File: config.mk
export PLATFORM = sky130hd
export DESIGN_NAME = csaw_datapath
export DESIGN_NICKNAME = d
export VERILOG_FILES = /design/src/rtl/csaw_pkg.sv /design/src/rtl/csaw_datapath.sv
export SDC_FILE = /design/constraint.sdc
export NUM_CORES = 2
export LEC_CHECK = 0
export BUFFER_PORTS_ARGS = -buffer_cell sky130_fd_sc_hd__buf_4
export CORE_AREA = 2 2 465 652
export CTS_BUF_LIST = sky130_fd_sc_hd__clkbuf_4 sky130_fd_sc_hd__clkbuf_8 sky130_fd_sc_hd__clkbuf_16
export CTS_CLUSTER_DIAMETER = 60
export CTS_CLUSTER_SIZE = 30
export DETAILED_ROUTE_END_ITERATION = 10
export DIE_AREA = 0 0 467 654
export PLACE_DENSITY_LB_ADDON = 0.1
export SLEW_MARGIN = 20
export SYNTH_ARGS = -nofsm -noshare
export SYNTH_HDL_FRONTEND = slang
export SYNTH_SLANG_ARGS = --single-unit
File: constraint.sdc
create_clock -name clock -period 6.1 [get_ports clock]
set_input_delay 0.305 -clock clock [delete_from_list [all_inputs] [get_ports clock]]
set_output_delay 0.305 -clock clock [all_outputs]
set_load 0.02 [all_outputs]
File: src/rtl/csaw_pkg.sv
// shared types, codes and widths for the complete-set arbitrage walk
`timescale 1ns / 1ps

package csaw_pkg;

   // field widths
   localparam int OP_W          = 2;
   localparam int OUTCOME_W     = 3;
   localparam int PRICE_W       = 16;
   localparam int CONTRACTS_W   = 32;
   localparam int SET_COST_W    = 19;
   localparam int STATUS_W      = 2;
   localparam int PAYOUT_W      = 20;
   localparam int OCNT_W        = 4;
   localparam int CSR_IDX_W     = 1;
   localparam int CSR_DATA_W    = 20;

   // parameter defaults
   localparam int DEF_MAX_OUTCOMES = 8;
   localparam int DEF_MAX_LEVELS   = 8;

   // register reset values
   localparam logic [PAYOUT_W-1:0] PAYOUT_RESET = 20'd100;
   localparam logic [OCNT_W-1:0]   OCNT_RESET   = 4'd2;

   // register indexes
   localparam logic [CSR_IDX_W-1:0] CSR_PAYOUT   = 1'd0;
   localparam logic [CSR_IDX_W-1:0] CSR_OUTCOMES = 1'd1;

   // operation codes
   localparam logic [OP_W-1:0] OP_CLEAR  = 2'd0;
   localparam logic [OP_W-1:0] OP_APPEND = 2'd1;
   localparam logic [OP_W-1:0] OP_DETECT = 2'd2;

   // result status codes
   localparam logic [STATUS_W-1:0] ST_LEVEL   = 2'd0;
   localparam logic [STATUS_W-1:0] ST_NONE    = 2'd1;
   localparam logic [STATUS_W-1:0] ST_INVALID = 2'd2;
   localparam logic [STATUS_W-1:0] ST_DROPPED = 2'd3;

   // controller to datapath
   typedef struct packed {
      logic                use_req;      // book counters indexed by the request outcome
      logic                clear_books;
      logic                append;
      logic                set_status;
      logic [STATUS_W-1:0] status_code;
      logic                idx_clear;
      logic                idx_inc;
      logic                mem_rd;
      logic                rd_next;      // read level after the cursor, else level zero
      logic                load_init;
      logic                load_next;
      logic                sum_clear;
      logic                sum_acc;
      logic                upd_sub;
      logic                exh_clear;
      logic                pend_clear;
      logic                pend_load;
      logic                push_pend;
      logic                push_last;
      logic                push_rpt;
   } csaw_cmd_type;

   // datapath to controller
   typedef struct packed {
      logic payout_zero;
      logic few_outcomes;
      logic drop;
      logic count_zero;
      logic idx_last;
      logic cost_below;
      logic rem_zero;
      logic level_more;
      logic exhausted;
      logic pend_valid;
      logic out_free;
   } csaw_sts_type;

endpackage

File: src/rtl/csaw_datapath.sv
// datapath: config registers, book storage, cursors, sums and result register
`timescale 1ns / 1ps

module csaw_datapath import csaw_pkg::*; #(
   parameter int MAX_OUTCOMES = DEF_MAX_OUTCOMES,
   parameter int MAX_LEVELS   = DEF_MAX_LEVELS
) (
   input  logic                   clock,
   input  logic                   reset,
   input  logic                   csr_we,
   input  logic [CSR_IDX_W-1:0]   csr_index,
   input  logic [CSR_DATA_W-1:0]  csr_wdata,
   input  logic [OUTCOME_W-1:0]   req_outcome,
   input  logic [PRICE_W-1:0]     req_ask_price,
   input  logic [CONTRACTS_W-1:0] req_ask_contracts,
   output logic                   rsp_valid,
   input  logic                   rsp_stall,
   output logic [SET_COST_W-1:0]  rsp_set_cost,
   output logic [CONTRACTS_W-1:0] rsp_set_quantity,
   output logic [STATUS_W-1:0]    rsp_status,
   output logic                   rsp_last,
   input  csaw_cmd_type           cmd,
   output csaw_sts_type           sts
);

   localparam int OW    = $clog2(MAX_OUTCOMES);
   localparam int NW    = $clog2(MAX_OUTCOMES + 1);
   localparam int LW    = (MAX_LEVELS > 1) ? $clog2(MAX_LEVELS) : 1;
   localparam int CW    = $clog2(MAX_LEVELS + 1) > 0 ? $clog2(MAX_LEVELS + 1) : 1;
   localparam int DEPTH = MAX_OUTCOMES * MAX_LEVELS;
   localparam int AW    = $clog2(DEPTH);
   localparam int SW    = PRICE_W + OW;
   localparam int CMPW  = (SW > PAYOUT_W) ? SW : PAYOUT_W;

   // config
   logic [PAYOUT_W-1:0] payout_ff;
   logic [OCNT_W-1:0]   ocnt_ff;

   always_ff @(posedge clock) begin
      if (reset) begin
         payout_ff <= PAYOUT_RESET;
         ocnt_ff   <= OCNT_RESET;
      end else if (csr_we) begin
         unique case (csr_index)
            CSR_PAYOUT:   payout_ff <= PAYOUT_W'(csr_wdata);
            CSR_OUTCOMES: ocnt_ff   <= OCNT_W'(csr_wdata);
            default: ;
         endcase
      end
   end

   logic [NW-1:0] n_eff;
   assign n_eff = (32'(ocnt_ff) > MAX_OUTCOMES) ? NW'(MAX_OUTCOMES) : NW'(ocnt_ff);

   // level storage
   logic [PRICE_W-1:0]     mem_price [DEPTH];
   logic [CONTRACTS_W-1:0] mem_cont  [DEPTH];
   logic [PRICE_W-1:0]     rd_price_ff;
   logic [CONTRACTS_W-1:0] rd_cont_ff;

   // per-outcome book state
   logic [CW-1:0]          level_count_ff [MAX_OUTCOMES];
   logic [LW-1:0]          pos_ff         [MAX_OUTCOMES];
   logic [PRICE_W-1:0]     cur_price_ff   [MAX_OUTCOMES];
   logic [CONTRACTS_W-1:0] cur_rem_ff     [MAX_OUTCOMES];

   logic [OW-1:0] idx_ff, idx_in;
   logic [OW-1:0] oidx;
   logic [OW-1:0] cnt_idx;
   logic [CW-1:0] cnt_sel;
   logic          oob;
   logic          drop;
   logic [AW-1:0] waddr, raddr;
   logic [LW-1:0] rd_level;

   assign oidx    = OW'(req_outcome);
   assign oob     = !(32'(req_outcome) < MAX_OUTCOMES);
   assign cnt_idx = cmd.use_req ? oidx : idx_ff;
   assign cnt_sel = level_count_ff[cnt_idx];
   assign drop    = oob || (req_ask_contracts == '0) || (cnt_sel >= CW'(MAX_LEVELS));

   assign waddr    = AW'(oidx) * AW'(MAX_LEVELS) + AW'(cnt_sel);
   assign rd_level = cmd.rd_next ? LW'(pos_ff[idx_ff] + 1'b1) : '0;
   assign raddr    = AW'(idx_ff) * AW'(MAX_LEVELS) + AW'(rd_level);

   always_ff @(posedge clock) begin
      if (cmd.append && !drop) begin
         mem_price[waddr] <= req_ask_price;
         mem_cont[waddr]  <= req_ask_contracts;
      end
      if (cmd.mem_rd) begin
         rd_price_ff <= mem_price[raddr];
         rd_cont_ff  <= mem_cont[raddr];
      end
   end

   always_ff @(posedge clock) begin
      if (reset) begin
         for (int i = 0; i < MAX_OUTCOMES; i++) level_count_ff[i] <= '0;
      end else if (cmd.clear_books) begin
         for (int i = 0; i < MAX_OUTCOMES; i++) level_count_ff[i] <= '0;
      end else if (cmd.append && !drop) begin
         level_count_ff[oidx] <= cnt_sel + 1'b1;
      end
   end

   // walk index
   always_comb begin
      idx_in = idx_ff;
      if (cmd.idx_clear) idx_in = '0;
      else if (cmd.idx_inc) idx_in = idx_ff + 1'b1;
   end

   always_ff @(posedge clock) begin
      if (reset) idx_ff <= '0;
      else idx_ff <= idx_in;
   end

   // cursors
   logic [CONTRACTS_W-1:0] least_ff;
   logic                   rem_zero;
   logic                   level_more;

   assign rem_zero   = (cur_rem_ff[idx_ff] == least_ff);
   assign level_more = (CW'(pos_ff[idx_ff]) + 1'b1) < cnt_sel;

   always_ff @(posedge clock) begin
      if (cmd.load_init) begin
         pos_ff[idx_ff]       <= '0;
         cur_price_ff[idx_ff] <= rd_price_ff;
         cur_rem_ff[idx_ff]   <= rd_cont_ff;
      end else if (cmd.load_next) begin
         pos_ff[idx_ff]       <= pos_ff[idx_ff] + 1'b1;
         cur_price_ff[idx_ff] <= rd_price_ff;
         cur_rem_ff[idx_ff]   <= rd_cont_ff;
      end else if (cmd.upd_sub) begin
         cur_rem_ff[idx_ff]   <= cur_rem_ff[idx_ff] - least_ff;
      end
   end

   // combined cost and smallest quantity of one step
   logic [SW-1:0] cost_ff;

   always_ff @(posedge clock) begin
      if (cmd.sum_clear) begin
         cost_ff  <= '0;
         least_ff <= '1;
      end else if (cmd.sum_acc) begin
         cost_ff <= cost_ff + SW'(cur_price_ff[idx_ff]);
         if (cur_rem_ff[idx_ff] < least_ff) least_ff <= cur_rem_ff[idx_ff];
      end
   end

   logic cost_below;
   assign cost_below = CMPW'(cost_ff) < CMPW'(payout_ff);

   // book ran out during this update pass
   logic exh_ff;

   always_ff @(posedge clock) begin
      if (reset) exh_ff <= 1'b0;
      else if (cmd.exh_clear) exh_ff <= 1'b0;
      else if (cmd.upd_sub && rem_zero && !level_more) exh_ff <= 1'b1;
   end

   // pending level, held back until we know whether it is the last one
   logic                   pend_valid_ff;
   logic [SET_COST_W-1:0]  pend_cost_ff;
   logic [CONTRACTS_W-1:0] pend_qty_ff;
   logic [STATUS_W-1:0]    rpt_status_ff;

   always_ff @(posedge clock) begin
      if (reset) pend_valid_ff <= 1'b0;
      else if (cmd.pend_clear) pend_valid_ff <= 1'b0;
      else if (cmd.pend_load) pend_valid_ff <= 1'b1;
   end

   always_ff @(posedge clock) begin
      if (cmd.pend_load) begin
         pend_cost_ff <= SET_COST_W'(cost_ff);
         pend_qty_ff  <= least_ff;
      end
      if (cmd.set_status) rpt_status_ff <= cmd.status_code;
   end

   // result register
   logic                   rsp_valid_ff;
   logic [SET_COST_W-1:0]  rsp_cost_ff;
   logic [CONTRACTS_W-1:0] rsp_qty_ff;
   logic [STATUS_W-1:0]    rsp_status_ff;
   logic                   rsp_last_ff;
   logic                   out_free;

   assign out_free = !rsp_valid_ff || !rsp_stall;

   always_ff @(posedge clock) begin
      if (reset) rsp_valid_ff <= 1'b0;
      else if (cmd.push_pend || cmd.push_rpt) rsp_valid_ff <= 1'b1;
      else if (!rsp_stall) rsp_valid_ff <= 1'b0;
   end

   always_ff @(posedge clock) begin
      if (cmd.push_pend) begin
         rsp_cost_ff   <= pend_cost_ff;
         rsp_qty_ff    <= pend_qty_ff;
         rsp_status_ff <= ST_LEVEL;
         rsp_last_ff   <= cmd.push_last;
      end else if (cmd.push_rpt) begin
         rsp_cost_ff   <= '0;
         rsp_qty_ff    <= '0;
         rsp_status_ff <= rpt_status_ff;
         rsp_last_ff   <= 1'b1;
      end
   end

   assign rsp_valid        = rsp_valid_ff;
   assign rsp_set_cost     = rsp_cost_ff;
   assign rsp_set_quantity = rsp_qty_ff;
   assign rsp_status       = rsp_status_ff;
   assign rsp_last         = rsp_last_ff;

   always_comb begin
      sts.payout_zero  = (payout_ff == '0);
      sts.few_outcomes = (n_eff < NW'(2));
      sts.drop         = drop;
      sts.count_zero   = (cnt_sel == '0);
      sts.idx_last     = ((NW'(idx_ff) + NW'(1)) == n_eff);
      sts.cost_below   = cost_below;
      sts.rem_zero     = rem_zero;
      sts.level_more   = level_more;
      sts.exhausted    = exh_ff;
      sts.pend_valid   = pend_valid_ff;
      sts.out_free     = out_free;
   end

   // a beat is only loaded when the result register can take it
   a_push_free: assert property (@(posedge clock) disable iff (reset)
      (cmd.push_pend || cmd.push_rpt) |-> out_free)
      else $error("result loaded while register busy");

   // walk reads stay inside the active outcomes
   a_rd_in_range: assert property (@(posedge clock) disable iff (reset)
      cmd.mem_rd |-> (NW'(idx_ff) < n_eff))
      else $error("level read beyond active outcomes");

   // only levels priced below the payout become results
   a_pend_below: assert property (@(posedge clock) disable iff (reset)
      cmd.pend_load |-> cost_below)
      else $error("level kept at or above payout");

   // a pending level is never dropped without being pushed
   a_pend_kept: assert property (@(posedge clock) disable iff (reset)
      (cmd.pend_load && pend_valid_ff) |-> cmd.push_pend)
      else $error("pending level overwritten");

endmodule

==> results.sh <==
export IMPL_status="complete, no violations"
export IMPL_cap_violations=0
export IMPL_slew_violations=0
export IMPL_min_period_ns=5.85
export IMPL_synth_ff_type="edfxtp_1"
export IMPL_ys_ff_latch=3751
export IMPL_rows=238
export IMPL_synth_edf_count=3665
export IMPL_layout_commonest_cell="edfxtp_1"
export IMPL_grt_max_degree=129
export IMPL_gp_congestion=0.875
export IMPL_cts_sinks=3751
export IMPL_root_buffer="clkbuf_16"
export IMPL_synth_distinct_cells=67
export IMPL_period_share_pct=96.0
export IMPL_comb_power_share_pct=14.0
export IMPL_syn_cell_area_mm2=0.149
export IMPL_routed_wl_um=449000
export IMPL_drive_gt1_share_pct=10.8
export IMPL_cts_tree="yes"
export IMPL_cts_hold_buffers=99
export IMPL_max_clock_freq_ghz=0.171
export IMPL_antenna_found_initial=28
export IMPL_synth_nets=10300
export IMPL_power_switching_mw=14.2
export IMPL_worst_pin_slew_ns=1.18
export IMPL_dpl_hpwl_um=256000
export IMPL_finalHoldViolCount=0
export IMPL_io_pins=163
export IMPL_rsz0062_at_grt="false"
export IMPL_hold_start="req_ask_contracts[28]"
export IMPL_instances_no_fill=14300
export IMPL_intPower_mw=37.8
export IMPL_worst_setup_path_end_kind="flop"
export IMPL_synth_top_cell_area_share_pct=73.7
export IMPL_yosysWarnings=0
export IMPL_clk_latency_ns=0.95
export IMPL_dieArea_mm2=0.305
export IMPL_crit_path_max_fanout=95
export IMPL_syn2layout_area_growth_pct=10.2
export IMPL_ant_nets=0
export IMPL_hp_class="input port to flop"
export IMPL_h_tree_depth=4
export IMPL_clk_pin_slew_worst_paths_ns=0.10
export IMPL_synthArstFlopShare_pct=0
export IMPL_dpl_cell_count=13900
export IMPL_start_kind="flop"
export IMPL_cts_made_buffers=189
export IMPL_viasPerCell=6.32
export IMPL_synth_top_cell_by_area="edfxtp_1"
export IMPL_criticalPathCategory="flop to flop"
export IMPL_dr_pass1_iters=8
export IMPL_pwr_density_cell_mw_per_mm2=316
export IMPL_swShare_pct=27.3
export IMPL_r2r_slack_ns=0.25
export IMPL_start_util_pct=49.9
export IMPL_clock_skew_final_ns=0.0523
export IMPL_fill_cells=23600
export IMPL_track_usage_pct=29.0
export IMPL_cts_buffer_depth=4
export IMPL_cts_setup_buffers=0
export IMPL_cp_data_required_time_ns=6.75
export IMPL_ctsResizeCount=0
export IMPL_clkPwrFrac_pct=29.7
export IMPL_vias=90600
export IMPL_most_common_layout_cells="3665 x edfxtp_1, 1271 x nand3_1, 950 x nor2_1"
export IMPL_post_drt_wl_per_cell_um=31.3
export IMPL_final_setup_viol_count=0
export IMPL_cp_arrival_ns=6.50
export IMPL_seq_power_share_pct=56.2
export IMPL_grt_first_pass_wirelength_um=635000
export IMPL_drc=0
export IMPL_grt_pass1_vias=87300
export IMPL_synth_area_leaders="edfxtp_1 74%, nand3_1 4.3%, mux2i_1 3.4%, nor2_1 2.6%, o211ai_1 2.4%"
export IMPL_ys_seq_area_share_pct=74.9
export IMPL_grt_ovfl_total=0
export IMPL_p_leak_nw=53.7
export IMPL_irDropWorstVdd_uv=232
export IMPL_portBuffers=162
export IMPL_syn_area_per_cell_um2=14.7
export IMPL_syn_inst=10100
export IMPL_die_x_um=467
export IMPL_setup_tns_ns=0
export IMPL_die_h_um=654
export IMPL_relSlewSlack_pct=21.3
export IMPL_coreArea_mm2=0.299
export IMPL_finalNetCount=10400
export IMPL_drtIter0Drc=10500
[sequential cells by signal (all words and copies together) (netlist names), 24 cells and up, named ones only]
signal	flops
mem_cont	2048
mem_price	1024
cur_rem_ff	256
cur_price_ff	128
least_ff	32
level_count_ff	32
pend_qty_ff	32
rd_cont_ff	32
rsp_set_quantity	32
pos_ff	24
[worst max-delay path: stages, from the launching register on]
cell	delay (ns)
dfxtp_4	0.75
buf_4	0.38
mux4_2	0.57
mux2i_4	0.26
buf_4	0.38
nand2_4	0.37
buf_12	0.34
buf_4	0.46
nand2_1	0.17
nand3_1	0.08
o21ai_0	0.15
o22ai_1	0.13
a221oi_1	0.87
o221ai_1	0.26
[power by group through the flow]
stage / clock network (mW) / registers, mW / logic [mW]
floorplan: 0 / 29.6 / 4.38
global placement: 0 / 29.8 / 7.04
detailed placement: 0 / 29.8 / 7.18
global route: 16.5 / 29.3 / 7.87
finish: 15.4 / 29.2 / 7.30
CTS: 15.7 / 29.2 / 7.26
[cell families after synthesis]
kind of cell	Yosys count	synth area share (%)
xor gates and xnor gates	48	0.287
AOI/OAI and AO/OA	1589	7.18
adders and majority gates	77	0.655
muxes	656	5.34
buffers and inverters	794	2.19
DFF	3751	74.9
and+or+nand+nor	3215	9.48
[cells in the mapped netlist, types with 5 or more instances]
| cell type | number |
|---|---|
| and3_1 | 5 |
| xor2_1 | 17 |
| o211ai_1 | 487 |
| xnor2_1 | 30 |
| buf_1 | 77 |
| clkbuf_1 | 432 |
| dfxtp_1 | 86 |
| or2_2 | 6 |
| edfxtp_1 | 3665 |
| nor4_1 | 18 |
| nor2b_1 | 11 |
| a21o_1 | 28 |
| mux4_2 | 105 |
| or3_1 | 9 |
| o2111ai_1 | 5 |
| ha_1 | 75 |
| inv_1 | 74 |
| mux2_2 | 48 |
| nor3_1 | 59 |
| a211oi_1 | 15 |
| mux2i_1 | 501 |
| buf_4 | 11 |
| o21ai_1 | 12 |
| o21a_1 | 8 |
| o221ai_1 | 97 |
| a211o_1 | 8 |
| nand3_1 | 1271 |
| a22oi_1 | 145 |
| o21ai_0 | 347 |
| nor2_1 | 1028 |
| a21oi_1 | 178 |
| buf_2 | 199 |
| a221oi_1 | 96 |
| and2_1 | 62 |
| o31ai_1 | 7 |
| a31oi_1 | 37 |
| nand2_1 | 703 |
| nand4_1 | 12 |
| o22ai_1 | 97 |
| nand2b_1 | 15 |
[through the flow]
step	util (%)	power (mW)	hold WS (ns)	instance area (um^2)	setup slack, ns
CTS	54.9	52.2	0.0120	164000	0.247
finish	55.0	52.0	0.0555	164000	0.246
detailed placement	52.4	37.0	0.419	157000	0.333
global placement	52.4	36.8	0.417	157000	-0.173
floorplan	-	34.0	0.382	149000	1.20
global route	55.0	53.6	0.0599	164000	0.0109
[path summary, 6_finish.rpt]
kind                 endpoint  cells past startpoint
max            rd_cont_ff[15]                     13
min          mem_cont[18][28]                      2
max reg2reg    rd_cont_ff[15]                     13
min reg2reg    pend_qty_ff[4]                      0
[per-layer routing]
metal	global-route usage (%)	vias up	part of all wire (%)	wire, um
met5	0	-	0.0093	42
met4	11.2	6	4.4	19700
met3	4.25	897	7.7	34600
met2	49.1	4012	50	223000
met1	37.7	46700	38	172000
li1	-	39100	-	-
[cell type report]
| class | instances | area [um^2] | share of cell area (%) |
|---|---|---|---|
| diodes | 12 | 30.0 | 0.0183 |
| repair buffers | 630 | 6020 | 3.66 |
| inverters | 75 | 290 | 0.176 |
| clock buffers | 198 | 4850 | 2.95 |
| well taps | 3960 | 4950 | 3.01 |
| clock inverters | 129 | 1620 | 0.987 |
| multi-input cells | 5585 | 34900 | 21.2 |
| flip-flops and latches | 3751 | 112000 | 68.0 |
(Power assumes the default switching activity.)
