--- config.mk ---
export PLATFORM = sky130hd
export DESIGN_NAME = csaw_ctrl
export DESIGN_NICKNAME = d
export VERILOG_FILES = /design/src/rtl/csaw_pkg.sv /design/src/rtl/csaw_ctrl.sv
export SDC_FILE = /design/constraint.sdc
export NUM_CORES = 1
export LEC_CHECK = 0
export ABC_CLOCK_PERIOD_IN_PS = 2700
export BUFFER_PORTS_ARGS = -buffer_cell sky130_fd_sc_hd__buf_4
export CORE_UTILIZATION = 40
export DETAILED_ROUTE_END_ITERATION = 16
export MAX_ROUTING_LAYER = met4
export PLACE_DENSITY = 0.72
export SLEW_MARGIN = 20
export SYNTH_ARGS = -nofsm -noshare
export SYNTH_HDL_FRONTEND = slang
export SYNTH_SLANG_ARGS = --single-unit
--- constraint.sdc ---
create_clock -name clock -period 2.7 [get_ports clock]
set_input_delay 0.27 -clock clock [delete_from_list [all_inputs] [get_ports clock]]
set_output_delay 0.27 -clock clock [all_outputs]
set_load 0.05 [all_outputs]
--- src/rtl/csaw_pkg.sv ---
// shared types, codes and widths for the complete-set arbitrage walk
`timescale 1ns / 1ps

package csaw_pkg;

   // field widths
   localparam int OP_W          = 2;
   localparam int OUTCOME_W     = 3;
   localparam int PRICE_W       = 16;
   localparam int CONTRACTS_W   = 32;
   localparam int SET_COST_W    = 19;
   localparam int STATUS_W      = 2;
   localparam int PAYOUT_W      = 20;
   localparam int OCNT_W        = 4;
   localparam int CSR_IDX_W     = 1;
   localparam int CSR_DATA_W    = 20;

   // parameter defaults
   localparam int DEF_MAX_OUTCOMES = 8;
   localparam int DEF_MAX_LEVELS   = 8;

   // register reset values
   localparam logic [PAYOUT_W-1:0] PAYOUT_RESET = 20'd100;
   localparam logic [OCNT_W-1:0]   OCNT_RESET   = 4'd2;

   // register indexes
   localparam logic [CSR_IDX_W-1:0] CSR_PAYOUT   = 1'd0;
   localparam logic [CSR_IDX_W-1:0] CSR_OUTCOMES = 1'd1;

   // operation codes
   localparam logic [OP_W-1:0] OP_CLEAR  = 2'd0;
   localparam logic [OP_W-1:0] OP_APPEND = 2'd1;
   localparam logic [OP_W-1:0] OP_DETECT = 2'd2;

   // result status codes
   localparam logic [STATUS_W-1:0] ST_LEVEL   = 2'd0;
   localparam logic [STATUS_W-1:0] ST_NONE    = 2'd1;
   localparam logic [STATUS_W-1:0] ST_INVALID = 2'd2;
   localparam logic [STATUS_W-1:0] ST_DROPPED = 2'd3;

   // controller to datapath
   typedef struct packed {
      logic                use_req;      // book counters indexed by the request outcome
      logic                clear_books;
      logic                append;
      logic                set_status;
      logic [STATUS_W-1:0] status_code;
      logic                idx_clear;
      logic                idx_inc;
      logic                mem_rd;
      logic                rd_next;      // read level after the cursor, else level zero
      logic                load_init;
      logic                load_next;
      logic                sum_clear;
      logic                sum_acc;
      logic                upd_sub;
      logic                exh_clear;
      logic                pend_clear;
      logic                pend_load;
      logic                push_pend;
      logic                push_last;
      logic                push_rpt;
   } csaw_cmd_type;

   // datapath to controller
   typedef struct packed {
      logic payout_zero;
      logic few_outcomes;
      logic drop;
      logic count_zero;
      logic idx_last;
      logic cost_below;
      logic rem_zero;
      logic level_more;
      logic exhausted;
      logic pend_valid;
      logic out_free;
   } csaw_sts_type;

endpackage

--- src/rtl/csaw_ctrl.sv ---
// controller state machine sequencing loads, reports and the book walk
`timescale 1ns / 1ps

module csaw_ctrl import csaw_pkg::*; (
   input  logic            clock,
   input  logic            reset,
   input  logic            req_valid,
   output logic            req_stall,
   input  logic [OP_W-1:0] req_op,
   input  csaw_sts_type    sts,
   output csaw_cmd_type    cmd
);

   typedef enum logic [8:0] {
      S_IDLE     = 9'b000000001,
      S_REPORT   = 9'b000000010,
      S_INIT_CHK = 9'b000000100,
      S_INIT_LD  = 9'b000001000,
      S_SUM      = 9'b000010000,
      S_DECIDE   = 9'b000100000,
      S_UPD      = 9'b001000000,
      S_UPD_LD   = 9'b010000000,
      S_FINISH   = 9'b100000000
   } state_type;

   state_type state_ff, state_in;

   always_ff @(posedge clock) begin
      if (reset) state_ff <= S_IDLE;
      else state_ff <= state_in;
   end

   assign req_stall = (state_ff != S_IDLE);

   always_comb begin
      cmd      = '0;
      state_in = state_ff;
      unique case (state_ff)
         S_IDLE: begin
            cmd.use_req = 1'b1;
            if (req_valid) begin
               unique case (req_op)
                  OP_CLEAR: cmd.clear_books = 1'b1;
                  OP_APPEND: begin
                     cmd.append = 1'b1;
                     if (sts.drop) begin
                        cmd.set_status  = 1'b1;
                        cmd.status_code = ST_DROPPED;
                        state_in        = S_REPORT;
                     end
                  end
                  OP_DETECT: begin
                     if (sts.payout_zero) begin
                        cmd.set_status  = 1'b1;
                        cmd.status_code = ST_INVALID;
                        state_in        = S_REPORT;
                     end else if (sts.few_outcomes) begin
                        cmd.set_status  = 1'b1;
                        cmd.status_code = ST_NONE;
                        state_in        = S_REPORT;
                     end else begin
                        cmd.idx_clear  = 1'b1;
                        cmd.pend_clear = 1'b1;
                        cmd.exh_clear  = 1'b1;
                        state_in       = S_INIT_CHK;
                     end
                  end
                  default: ;
               endcase
            end
         end
         S_REPORT: begin
            if (sts.out_free) begin
               cmd.push_rpt = 1'b1;
               state_in     = S_IDLE;
            end
         end
         S_INIT_CHK: begin
            if (sts.count_zero) begin
               cmd.set_status  = 1'b1;
               cmd.status_code = ST_NONE;
               state_in        = S_REPORT;
            end else begin
               cmd.mem_rd = 1'b1;
               state_in   = S_INIT_LD;
            end
         end
         S_INIT_LD: begin
            cmd.load_init = 1'b1;
            if (sts.idx_last) begin
               cmd.idx_clear = 1'b1;
               cmd.sum_clear = 1'b1;
               state_in      = S_SUM;
            end else begin
               cmd.idx_inc = 1'b1;
               state_in    = S_INIT_CHK;
            end
         end
         S_SUM: begin
            cmd.sum_acc = 1'b1;
            if (sts.idx_last) state_in = S_DECIDE;
            else cmd.idx_inc = 1'b1;
         end
         S_DECIDE: begin
            if (sts.cost_below) begin
               if (!sts.pend_valid || sts.out_free) begin
                  cmd.push_pend = sts.pend_valid;
                  cmd.pend_load = 1'b1;
                  cmd.idx_clear = 1'b1;
                  state_in      = S_UPD;
               end
            end else begin
               cmd.set_status  = 1'b1;
               cmd.status_code = ST_NONE;
               state_in        = S_FINISH;
            end
         end
         S_UPD: begin
            cmd.upd_sub = 1'b1;
            if (sts.rem_zero && sts.level_more) begin
               cmd.mem_rd  = 1'b1;
               cmd.rd_next = 1'b1;
               state_in    = S_UPD_LD;
            end else if (sts.idx_last) begin
               if (sts.exhausted || sts.rem_zero) begin
                  state_in = S_FINISH;
               end else begin
                  cmd.idx_clear = 1'b1;
                  cmd.sum_clear = 1'b1;
                  state_in      = S_SUM;
               end
            end else begin
               cmd.idx_inc = 1'b1;
            end
         end
         S_UPD_LD: begin
            cmd.load_next = 1'b1;
            if (sts.idx_last) begin
               if (sts.exhausted) begin
                  state_in = S_FINISH;
               end else begin
                  cmd.idx_clear = 1'b1;
                  cmd.sum_clear = 1'b1;
                  state_in      = S_SUM;
               end
            end else begin
               cmd.idx_inc = 1'b1;
               state_in    = S_UPD;
            end
         end
         S_FINISH: begin
            if (sts.out_free) begin
               cmd.push_pend = sts.pend_valid;
               cmd.push_last = 1'b1;
               cmd.push_rpt  = !sts.pend_valid;
               state_in      = S_IDLE;
            end
         end
         default: state_in = S_IDLE;
      endcase
   end

   // requests are only taken with the walk at rest
   a_accept_idle: assert property (@(posedge clock) disable iff (reset)
      (req_valid && !req_stall) |-> (state_ff == S_IDLE))
      else $error("request accepted outside idle");

   // a refill on the last outcome leaves the update pass for a new sum or the end
   a_upd_exit: assert property (@(posedge clock) disable iff (reset)
      (state_ff == S_UPD_LD && sts.idx_last) |=>
      (state_ff == S_SUM || state_ff == S_FINISH))
      else $error("update pass ended in wrong state");

   // the finishing beat carries last
   a_finish_last: assert property (@(posedge clock) disable iff (reset)
      (state_ff == S_FINISH && cmd.push_pend) |-> cmd.push_last)
      else $error("final level beat without last");

endmodule

==> metrics.txt, run 1 <==
area of the multi-input gates roughly 800 µm²; Starting Density a little over two fifths; final hold violations 0; Syn Nets about 160; final antenna-violating net count 0; CP Buf/Inv Count 1; Post-Layout Cell Count 207; Final Cell Area 0.001399 mm²; DR WL/cell 15.40 µm; CP endpoint cmd[13]; post-synthesis cell type count 46; critical path depth 5; final setup fails 0; worst setup path category reg2out; Post-Route Skew 8.810 ps; max-cap viol count 0; fill count 223; IO buf count 37; Largest stage delay, worst path around 590 ps; drt via density 5.884; crit path DAT 2360 ps; Setup Total Neg Slack 0 ps; Post-layout nets 200; min Tclk post-route roughly 2600 ps; PwrDens just over 400 mW/mm²; Seq cells post-synth 9; fmax 0.3797 GHz; gr usage total between 20% and 30%; Final WS setup about 66 ps; Yosys top cell area share 18.09%; first-pass GRT wire length between 5000 and 6000 µm; vias in the first global route between 1000 and 1500; Num CTS Buffers 3; drt initial violations 45; r2r endpoint state_ff[6]; max_slew headroom about three fifths; status completed; # diodes 0; layout cells sized above 1 between 30% and 40%; Max FO, Critical Path 5; Synth area leaders dfxtp_1, ha_1, inv_1; Largest register FFs 9; Clock transition at path regs 70 ps; Avg Cell Area, Syn ~7 µm²; Root Buffer clkbuf_4; Most flops, register state_ff; routability congestion estimate approximately 0.94; Register-to-Register Path Depth 6; worst hold path class in2reg; Final Cycle Share between 90 and 100%; Post-synth ARST share 0%; core area 0.002276 mm²; vias approximately 1200; register area share after synthesis a little under a fifth; Slew @ Worst Pin ~600 ps; Post-Syn Instances about 140; crit-path cells or4_4, or3_4, or4_4, o21ai_2, buf_6; pre-CTS setup slack approximately 250 ps; DRC 0; Die ar. roughly 0.0027 mm²; I/O pin cnt 38; Top cell by count, worst path or4_4; Pleak around 0.64 nW; RSZ-0062 raised after global routing no; DIE HEIGHT between 50 and 60 µm; worst vdd ir approximately 260 µV; R2R setup slack 230 ps; num rows 17; Yosys top cell by area dfxtp_1; CTS tree done; CP Launch Point state_ff[3]; Netlist Area Pre-Place 996.0 µm²; clock buffer depth 2; most frequent cells after synthesis inv_1, nand2_1, dfxtp_1; Min Hold Slack roughly 190 ps; critical path launch point type flop; max-slew violations 0; Die Width just over 50 µm; initial antenna violation count 0; P&R area growth vs syn 40.45%; WP data required ~2400 ps; Skew-Pair Late Insertion Delay roughly 280 ps; grt total ovfl 0; CTS H-tree lvls 1; Post-synth top flop dfxtp_1; reg-to-reg critical path startpoint state_ff[3]; largest net degree at the start of global routing 15; DPL Wire Length 2542 µm; largest delay contributor family on the critical path simple AND/OR/NAND/NOR gates; Yosys warning total 0; critical path's slowest cell or4_4; placed cells 202; CP endpoint kind output port; DRT Pass-1 Iters 4; WL final between 3000 and 4000 µm; TritonCTS sink count 9; area occupied by registers between 150 and 200 µm²; number of flops mapped to enable cells by yosys 0; biggest regs state_ff: 9 flops; Hold Buf Count CTS 0; placement-stage cell area roughly 0.0013 mm²
[worst min-delay path by stage]
stage,from,to,slack (ps),cells past startpoint
6_report,sts[7],state_ff[3],190,2
5_1_grt,sts[7],state_ff[3],170,2
4_1_cts,sts[7],state_ff[3],180,2
3_5_place_dp,sts[7],state_ff[3],470,2
3_3_place_gp,sts[7],state_ff[3],460,2
2_1_floorplan,sts[7],state_ff[3],350,1
[metal layers]
metal  wire, µm  GRT usage, %
met1       1477         33.81
met2       1381         37.39
met3        219         8.480
met4        108         13.06
met5          0             -
[area by class of cell]
| cell class | count | area share [%] |
|---|---|---|
| Clock buffer | 3 | 1.610 |
| Clock inverter | 1 | 0.3578 |
| Multi-Input combinational cell | 112 | 55.99 |
| Inverter | 12 | 3.757 |
| Sequential cell | 9 | 12.97 |
| Timing Repair Buffer | 42 | 22.81 |
| Tap cell | 28 | 2.504 |
[power by group]
group	total, mW	internal, mW	switching [mW]
Sequential	0.154	0.142	0.0125
Combinational	0.308	0.110	0.198
Clock	0.114	0.0549	0.0587
Total	0.576	0.307	0.269
[repair_timing]
item / in CTS / in global routing
pin swaps: 0 / 1
gates resized for setup: 3 / 3
endpoints found under the hold margin: 0 / 0
endpoints found under the setup margin: 2 / 7
buffers inserted: 0 / 1
[kinds of logic after synthesis]
| kind of cell | after synthesis | share of synthesized area [%] |
|---|---|---|
| compound gates | 31 | 21.86 |
| xor+xnor | 1 | 0.8796 |
| fa+ha+maj | 4 | 5.025 |
| buf+inv | 21 | 9.045 |
| flops | 9 | 18.09 |
| mux | 1 | 1.005 |
| simple gates | 75 | 44.10 |
[placed cells by master (no fill, tap or decap), types with 2 or more instances in the layout]
master / n
nand3_1: 7
nor3b_1: 3
ha_1: 4
a21oi_1: 7
clkbuf_4: 3
a21o_1: 2
and2_1: 2
or3_1: 4
dfxtp_1: 8
nor2_1: 8
nor4_1: 5
nand4_1: 3
clkinvlp_4: 2
or4_4: 2
o211ai_1: 3
inv_1: 10
buf_4: 41
nand2_1: 12
o21ai_0: 5
nand2b_1: 4
nor2b_1: 4
and3_1: 3
nor3_1: 5
[metrics by stage]
step	power, mW	utilization, %
2_1_floorplan	0.3719	-
3_5_place_dp	0.4572	59.15
6_report	0.5756	61.46
4_1_cts	0.5698	60.58
3_3_place_gp	0.4529	59.15
5_1_grt	0.6071	61.46
Note: power is estimated with default switching activity, not from simulation.
==> run 2: changes to the inputs <==
==> constraint.sdc (replaced) <==
create_clock -name clock -period 2.7 [get_ports clock]
set_input_delay 0.27 -clock clock [delete_from_list [all_inputs] [get_ports clock]]
set_output_delay 0.27 -clock clock [all_outputs]
set_load 0.005 [all_outputs]
==> run 2 against run 1 <==
Sequential cell count unchanged. Via count is 0.74% higher. Combinational power is 25% lower. Critical path type unchanged. Sequential share of layout area rose by 0.75 points. First-iteration DRC count is 11% lower. Total power fell by 13%.
==> metrics.txt, run 2 (synthesis results as in run 1) <==
DRC 0 (unchanged); Final Cycle Share 97.29% (was 97.54%); R2R setup slack 240 ps (was 230 ps); Skew-Pair Late Insertion Delay 270 ps (was 280 ps); CP endpoint cmd[13] (unchanged); num rows 17 (unchanged); grt met1 use 34.57% (was 33.81%); Post-layout nets 198 (was 200); Gate power share 46.5% (was 53.5%); routability congestion estimate 0.9605 (was 0.9392); r2r endpoint state_ff[6] (unchanged); I/O pin cnt 38 (unchanged); biggest regs state_ff: 9 flops (unchanged); WL final 3211 µm (was 3187 µm); worst hold path class in2reg (unchanged); DR WL/cell 15.66 µm (was 15.40 µm); max-cap viol count 0 (unchanged); vias in the first global route 1152 (was 1093); final antenna-violating net count 0 (unchanged); met3 track demand over resource 5.848% (was 8.480%); worst vdd ir 344.3 µV (was 262.6 µV); Final Cell Area 0.001323 mm² (was 0.001399 mm²); first-pass GRT wire length 5168 µm (was 5043 µm); crit-path cells or4_4, or3_4, or4_4, o21ai_0, buf_4 (was or4_4, or3_4, or4_4, o21ai_2, buf_6); busiest layer in global routing met2 (unchanged); Post-Layout Cell Count 205 (was 207); status completed (unchanged); commonest non-fill, non-tap cell in the layout buf_4 (unchanged); most frequent cells in the layout buf_4, inv_1, nand2_1 (was buf_4, nand2_1, inv_1); grt total ovfl 0 (unchanged); max-slew violations 0 (unchanged); Starting Density 43.76% (unchanged); Register-to-Register Path Depth 6 (unchanged); Max FO, Critical Path 6 (was 5); CP endpoint kind output port (unchanged); Pleak 0.6291 nW (was 0.6398 nW); fmax 0.3807 GHz (was 0.3797 GHz); placement-stage cell area 0.001279 mm² (was 0.001346 mm²); max_slew headroom 68.00% (was 59.71%); Largest register FFs 9 (unchanged); critical path launch point type flop (unchanged); placed cells 200 (was 202); Root Buffer clkbuf_4 (unchanged); Clock transition at path regs 70 ps (about the same); largest net degree at the start of global routing 14 (was 15); DIE HEIGHT 51.90 µm (unchanged); vias 1227 (was 1218); clock network power share 22.8% (was 19.7%); Sequential Power Share 30.7% (was 26.8%); final setup fails 0 (unchanged); Switching Share 39.22% (was 46.73%); crit path DAT 2360 ps (about the same); Num CTS Buffers 3 (unchanged); WP data required 2430 ps (about the same); Die ar. 0.002694 mm² (unchanged); worst setup path category reg2out (unchanged); CTS tree done (unchanged); CP Launch Point state_ff[1] (was state_ff[3]); min Tclk post-route 2627 ps (was 2634 ps); Die Width 51.90 µm (unchanged); CTS H-tree lvls 1 (unchanged); drt initial violations 40 (was 45); drt via density 5.985 (was 5.884); DPL Wire Length 2590 µm (was 2542 µm); total internal power 303.6 µW (was 306.6 µW); Slew @ Worst Pin 475.6 ps (was 598.9 ps); layout cells sized above 1 29.94% (was 35.75%); clock buffer depth 2 (unchanged); # diodes 0 (unchanged); critical path's slowest cell or4_4 (unchanged); IO buf count 37 (unchanged); P&R area growth vs syn 32.79% (was 40.45%); P_sw 195.8 µW (was 269.0 µW); Most flops, register state_ff (unchanged); TritonCTS sink count 9 (unchanged); PwrDens 377.6 mW/mm² (was 411.5 mW/mm²); reg-to-reg critical path startpoint state_ff[1] (was state_ff[3]); Top cell by count, worst path or4_4 (unchanged); Largest stage delay, worst path 580 ps (was 590 ps); final hold violations 0 (unchanged); initial antenna violation count 0 (unchanged); gr usage total 27.13% (was 26.55%); Post-Route Skew 2.989 ps (was 8.810 ps); DRT Pass-1 Iters 4 (unchanged); core area 0.002276 mm² (unchanged); routing usage on met2 41.67% (was 37.39%)
## run 2: area by class of cell
| class | instances | area, µm² |
|---|---|---|
| clock buffers | 3 | 22.52 |
| clock inverters | 1 | 5.005 |
| fillers | 221 | 953.4 |
| multi-input cells | 112 | 733.2 |
| inverters | 12 | 45.04 |
| well taps | 28 | 35.03 |
| repair buffers | 40 | 300.3 |
| flip-flops and latches | 9 | 181.4 |
## run 2: worst min path at each step
stage | end | depth (start not counted) | from | slack (ps)
2_1_floorplan | state_ff[3] | 1 | sts[7] | 350
3_3_place_gp | state_ff[3] | 2 | sts[7] | 460
3_5_place_dp | state_ff[3] | 2 | sts[7] | 460
4_1_cts | state_ff[3] | 2 | sts[7] | 170
5_1_grt | state_ff[3] | 2 | sts[7] | 160
6_report | state_ff[3] | 2 | sts[7] | 180
## run 2: routing by layer
metal / routed length, µm / vias up
met5: 0 / -
met1: 1338 / 561
met4: 68 / 0
met2: 1518 / 55
met3: 285 / 10
li1: - / 601
## run 2: through the flow
step / worst slack (ps) / utilization [%] / TNS [ps] / power [mW] / hold slack, ps
2_1_floorplan: 448.1 / - / 0 / 0.2904 / 348.4
3_3_place_gp: 395.0 / 56.18 / 0 / 0.3786 / 464.8
3_5_place_dp: 367.8 / 56.18 / 0 / 0.3846 / 460.2
4_1_cts: 62.29 / 57.39 / 0 / 0.4993 / 165.9
5_1_grt: -2.866 / 58.11 / -2.866 / 0.5352 / 160.4
6_report: 73.10 / 58.11 / 0 / 0.4994 / 176.1
## run 2: what timing repair did
item / 4_1_cts / 5_1_grt
endpoints found under the hold margin: 0 / 0
hold buffers: 0 / 0
gates resized for setup: 0 / 4
buffers inserted: 0 / 1
setup endpoints to repair: 0 / 4
## run 2: worst max-delay path: cells and delay by family, from the launching register on
family                 cells  cell delay [ps]
buffers and inverters      1              140
AO/OA/AOI/OAI              1              110
AND/OR/NAND/NOR            3             1500
flip-flops                 1              350
## run 2: power groups by stage
stage	sequential [mW]	combinational [mW]	clock (mW)
floorplan	0.152	0.138	0
global placement	0.154	0.224	0
detailed placement	0.155	0.229	0
CTS	0.152	0.230	0.117
global route	0.155	0.257	0.123
finish	0.153	0.232	0.114
==> run 3: changes to the inputs <==
Settings changed: ABC_CLOCK_PERIOD_IN_PS 2700 to 2720.
Clock period 2.7 ns to 2.72 ns, I/O delays scaled along.
==> run 3 against run 2 <==
Via count up 0.90%. Utilization fell by 0.49 points. Largest cell class unchanged. Worst setup slack improved by 8.4 ps. First-iteration DRC count rose by 23%. Clock-buffer cell count did not move. Critical endpoint unchanged. Register-to-register slack gained 150 ps. Combinational power barely moved. Highest routed layer unchanged.
==> metrics.txt, run 3 (synthesis results as in run 1) <==
reg-to-reg critical path startpoint state_ff[3] (was state_ff[1]); grt total ovfl 0 (unchanged); Root Buffer clkbuf_4 (unchanged); Max FO, Critical Path 8 (was 6); Clock transition at path regs 70 ps (about the same); Largest register FFs 9 (unchanged); initial antenna violation count 0 (unchanged); gr usage total 26.36% (was 27.13%); Final Cycle Share between 90% and 100%; RSZ-0062 raised after global routing no; WL final 3165 µm (was 3211 µm); area of the multi-input gates 738.2 µm² (was 733.2 µm²); Final Cell Area 0.001311 mm² (was 0.001323 mm²); P&R area growth vs syn 31.66% (was 32.79%); CTS tree done (unchanged); Pleak 0.6207 nW (was 0.6291 nW); vias 1238 (was 1227); num rows 17 (unchanged); IO buf count 37 (unchanged); biggest regs state_ff: 9 flops (unchanged); final setup fails 0 (unchanged); Starting Density 43.76% (unchanged); DIE HEIGHT 51.90 µm (unchanged); routability congestion estimate 0.9380 (was 0.9605); worst vdd ir 277.0 µV (was 344.3 µV); Post-layout nets 196 (was 198); drt initial violations 49 (was 40); final hold violations 0 (unchanged); post-layout util 57.61% (was 58.11%); worst setup path category reg2out (unchanged); CP endpoint cmd[13] (unchanged); PwrDens 377.3 mW/mm² (was 377.6 mW/mm²); vias in the first global route 1109 (was 1152); fill count 224 (was 221); DRT Pass-1 Iters 4 (unchanged); WP data required 2450 ps (was 2430 ps); Min Hold Slack 180.5 ps (was 176.1 ps); status completed (unchanged); crit path DAT 2370 ps (was 2360 ps); critical path launch point type flop (unchanged); R2R setup slack 390 ps (was 240 ps); Slew @ Worst Pin 566.8 ps (was 475.6 ps); # diodes 0 (unchanged); core area 0.002276 mm² (unchanged); placement-stage cell area 0.001271 mm² (was 0.001279 mm²); Die ar. 0.002694 mm² (unchanged); TritonCTS sink count 9 (unchanged); I/O pin cnt 38 (unchanged); Hold Buf Count CTS 0 (unchanged); fmax 0.3790 GHz; CP endpoint kind output port (unchanged); r2r endpoint state_ff[6] (unchanged); DR WL/cell 15.59 µm (was 15.66 µm); DRC 0 (unchanged); Num CTS Buffers 3 (unchanged); Setup Total Neg Slack 0 ps (unchanged); commonest non-fill, non-tap cell in the layout buf_4 (unchanged); min Tclk post-route 2638 ps; Die Width 51.90 µm (unchanged); placed cells 199 (was 200); DPL Wire Length 2498 µm (was 2590 µm); Post-Route Skew 9.019 ps (was 2.989 ps); CP Launch Point state_ff[3] (was state_ff[1]); Skew-Pair Late Insertion Delay 270 ps (about the same); CTS H-tree lvls 1 (unchanged); final antenna-violating net count 0 (unchanged); clock buffer depth 2 (unchanged); first-pass GRT wire length 5037 µm (was 5168 µm); max-slew violations 0 (unchanged); max_slew headroom 61.86% (was 68.00%); Register-to-Register Path Depth 5 (was 6); max-cap viol count 0 (unchanged); area occupied by registers 180.2 µm² (was 181.4 µm²); Most flops, register state_ff (unchanged); layout cells sized above 1 29.14% (was 29.94%); Post-Layout Cell Count 203 (was 205); most frequent cells in the layout buf_4, inv_1, nand2_1 (unchanged); worst hold path class in2reg (unchanged); largest net degree at the start of global routing 16 (was 14); drt via density 6.099 (was 5.985)
-- run 3: critical path: stages (launching register included) --
cell,delay (ps)
dfxtp_1,350
or4_4,580
or3_4,370
or4_4,550
o21ai_0,100
buf_4,130
-- run 3: power breakdown --
group	switching, mW	internal, mW
Clock	0.0560	0.0545
Combinational	0.127	0.106
Sequential	0.0117	0.140
Total	0.194	0.300
-- run 3: area by class of cell --
class	count	area share, %
Multi-Input combinational cell	112	56.30
Timing Repair Buffer	38	21.76
Sequential cell	9	13.74
Inverter	12	3.435
Tap cell	28	2.672
Clock buffer	3	1.718
Clock inverter	1	0.3817
-- run 3: through the flow --
| stage | power [mW] | worst slack (ps) |
|---|---|---|
| floorplan | 0.2883 | 468.1 |
| global placement | 0.3759 | 305.5 |
| detailed placement | 0.3806 | 304.7 |
| CTS | 0.4911 | 58.62 |
| global route | 0.5278 | 12.60 |
| finish | 0.4947 | 81.50 |
-- run 3: layer usage --
metal | up-vias | routed length [µm] | GRT usage [%]
li1 | 585 | - | -
met1 | 580 | 1325 | 35.58
met2 | 67 | 1486 | 38.25
met3 | 6 | 309 | 5.556
met4 | 0 | 43 | 9.910
met5 | - | 0 | -
-- run 3: what timing repair did --
| action | CTS | global route |
|---|---|---|
| cloned | 0 | 0 |
| resized for setup | 1 | 3 |
| pin swaps | 0 | 0 |
| setup buffers | 0 | 0 |
| setup endpoints to repair | 1 | 2 |
-- run 3: how the worst min path moves through the flow --
stage                     startpoint     endpoint  slack, ps  cells past startpoint
final                         sts[7]  state_ff[3]        180                      2
after detailed placement      sts[7]  state_ff[3]        460                      2
after global placement        sts[7]  state_ff[3]        470                      2
after CTS                     sts[7]  state_ff[3]        170                      2
after floorplan               sts[7]  state_ff[3]        350                      1
after global routing          sts[7]  state_ff[3]        160                      2
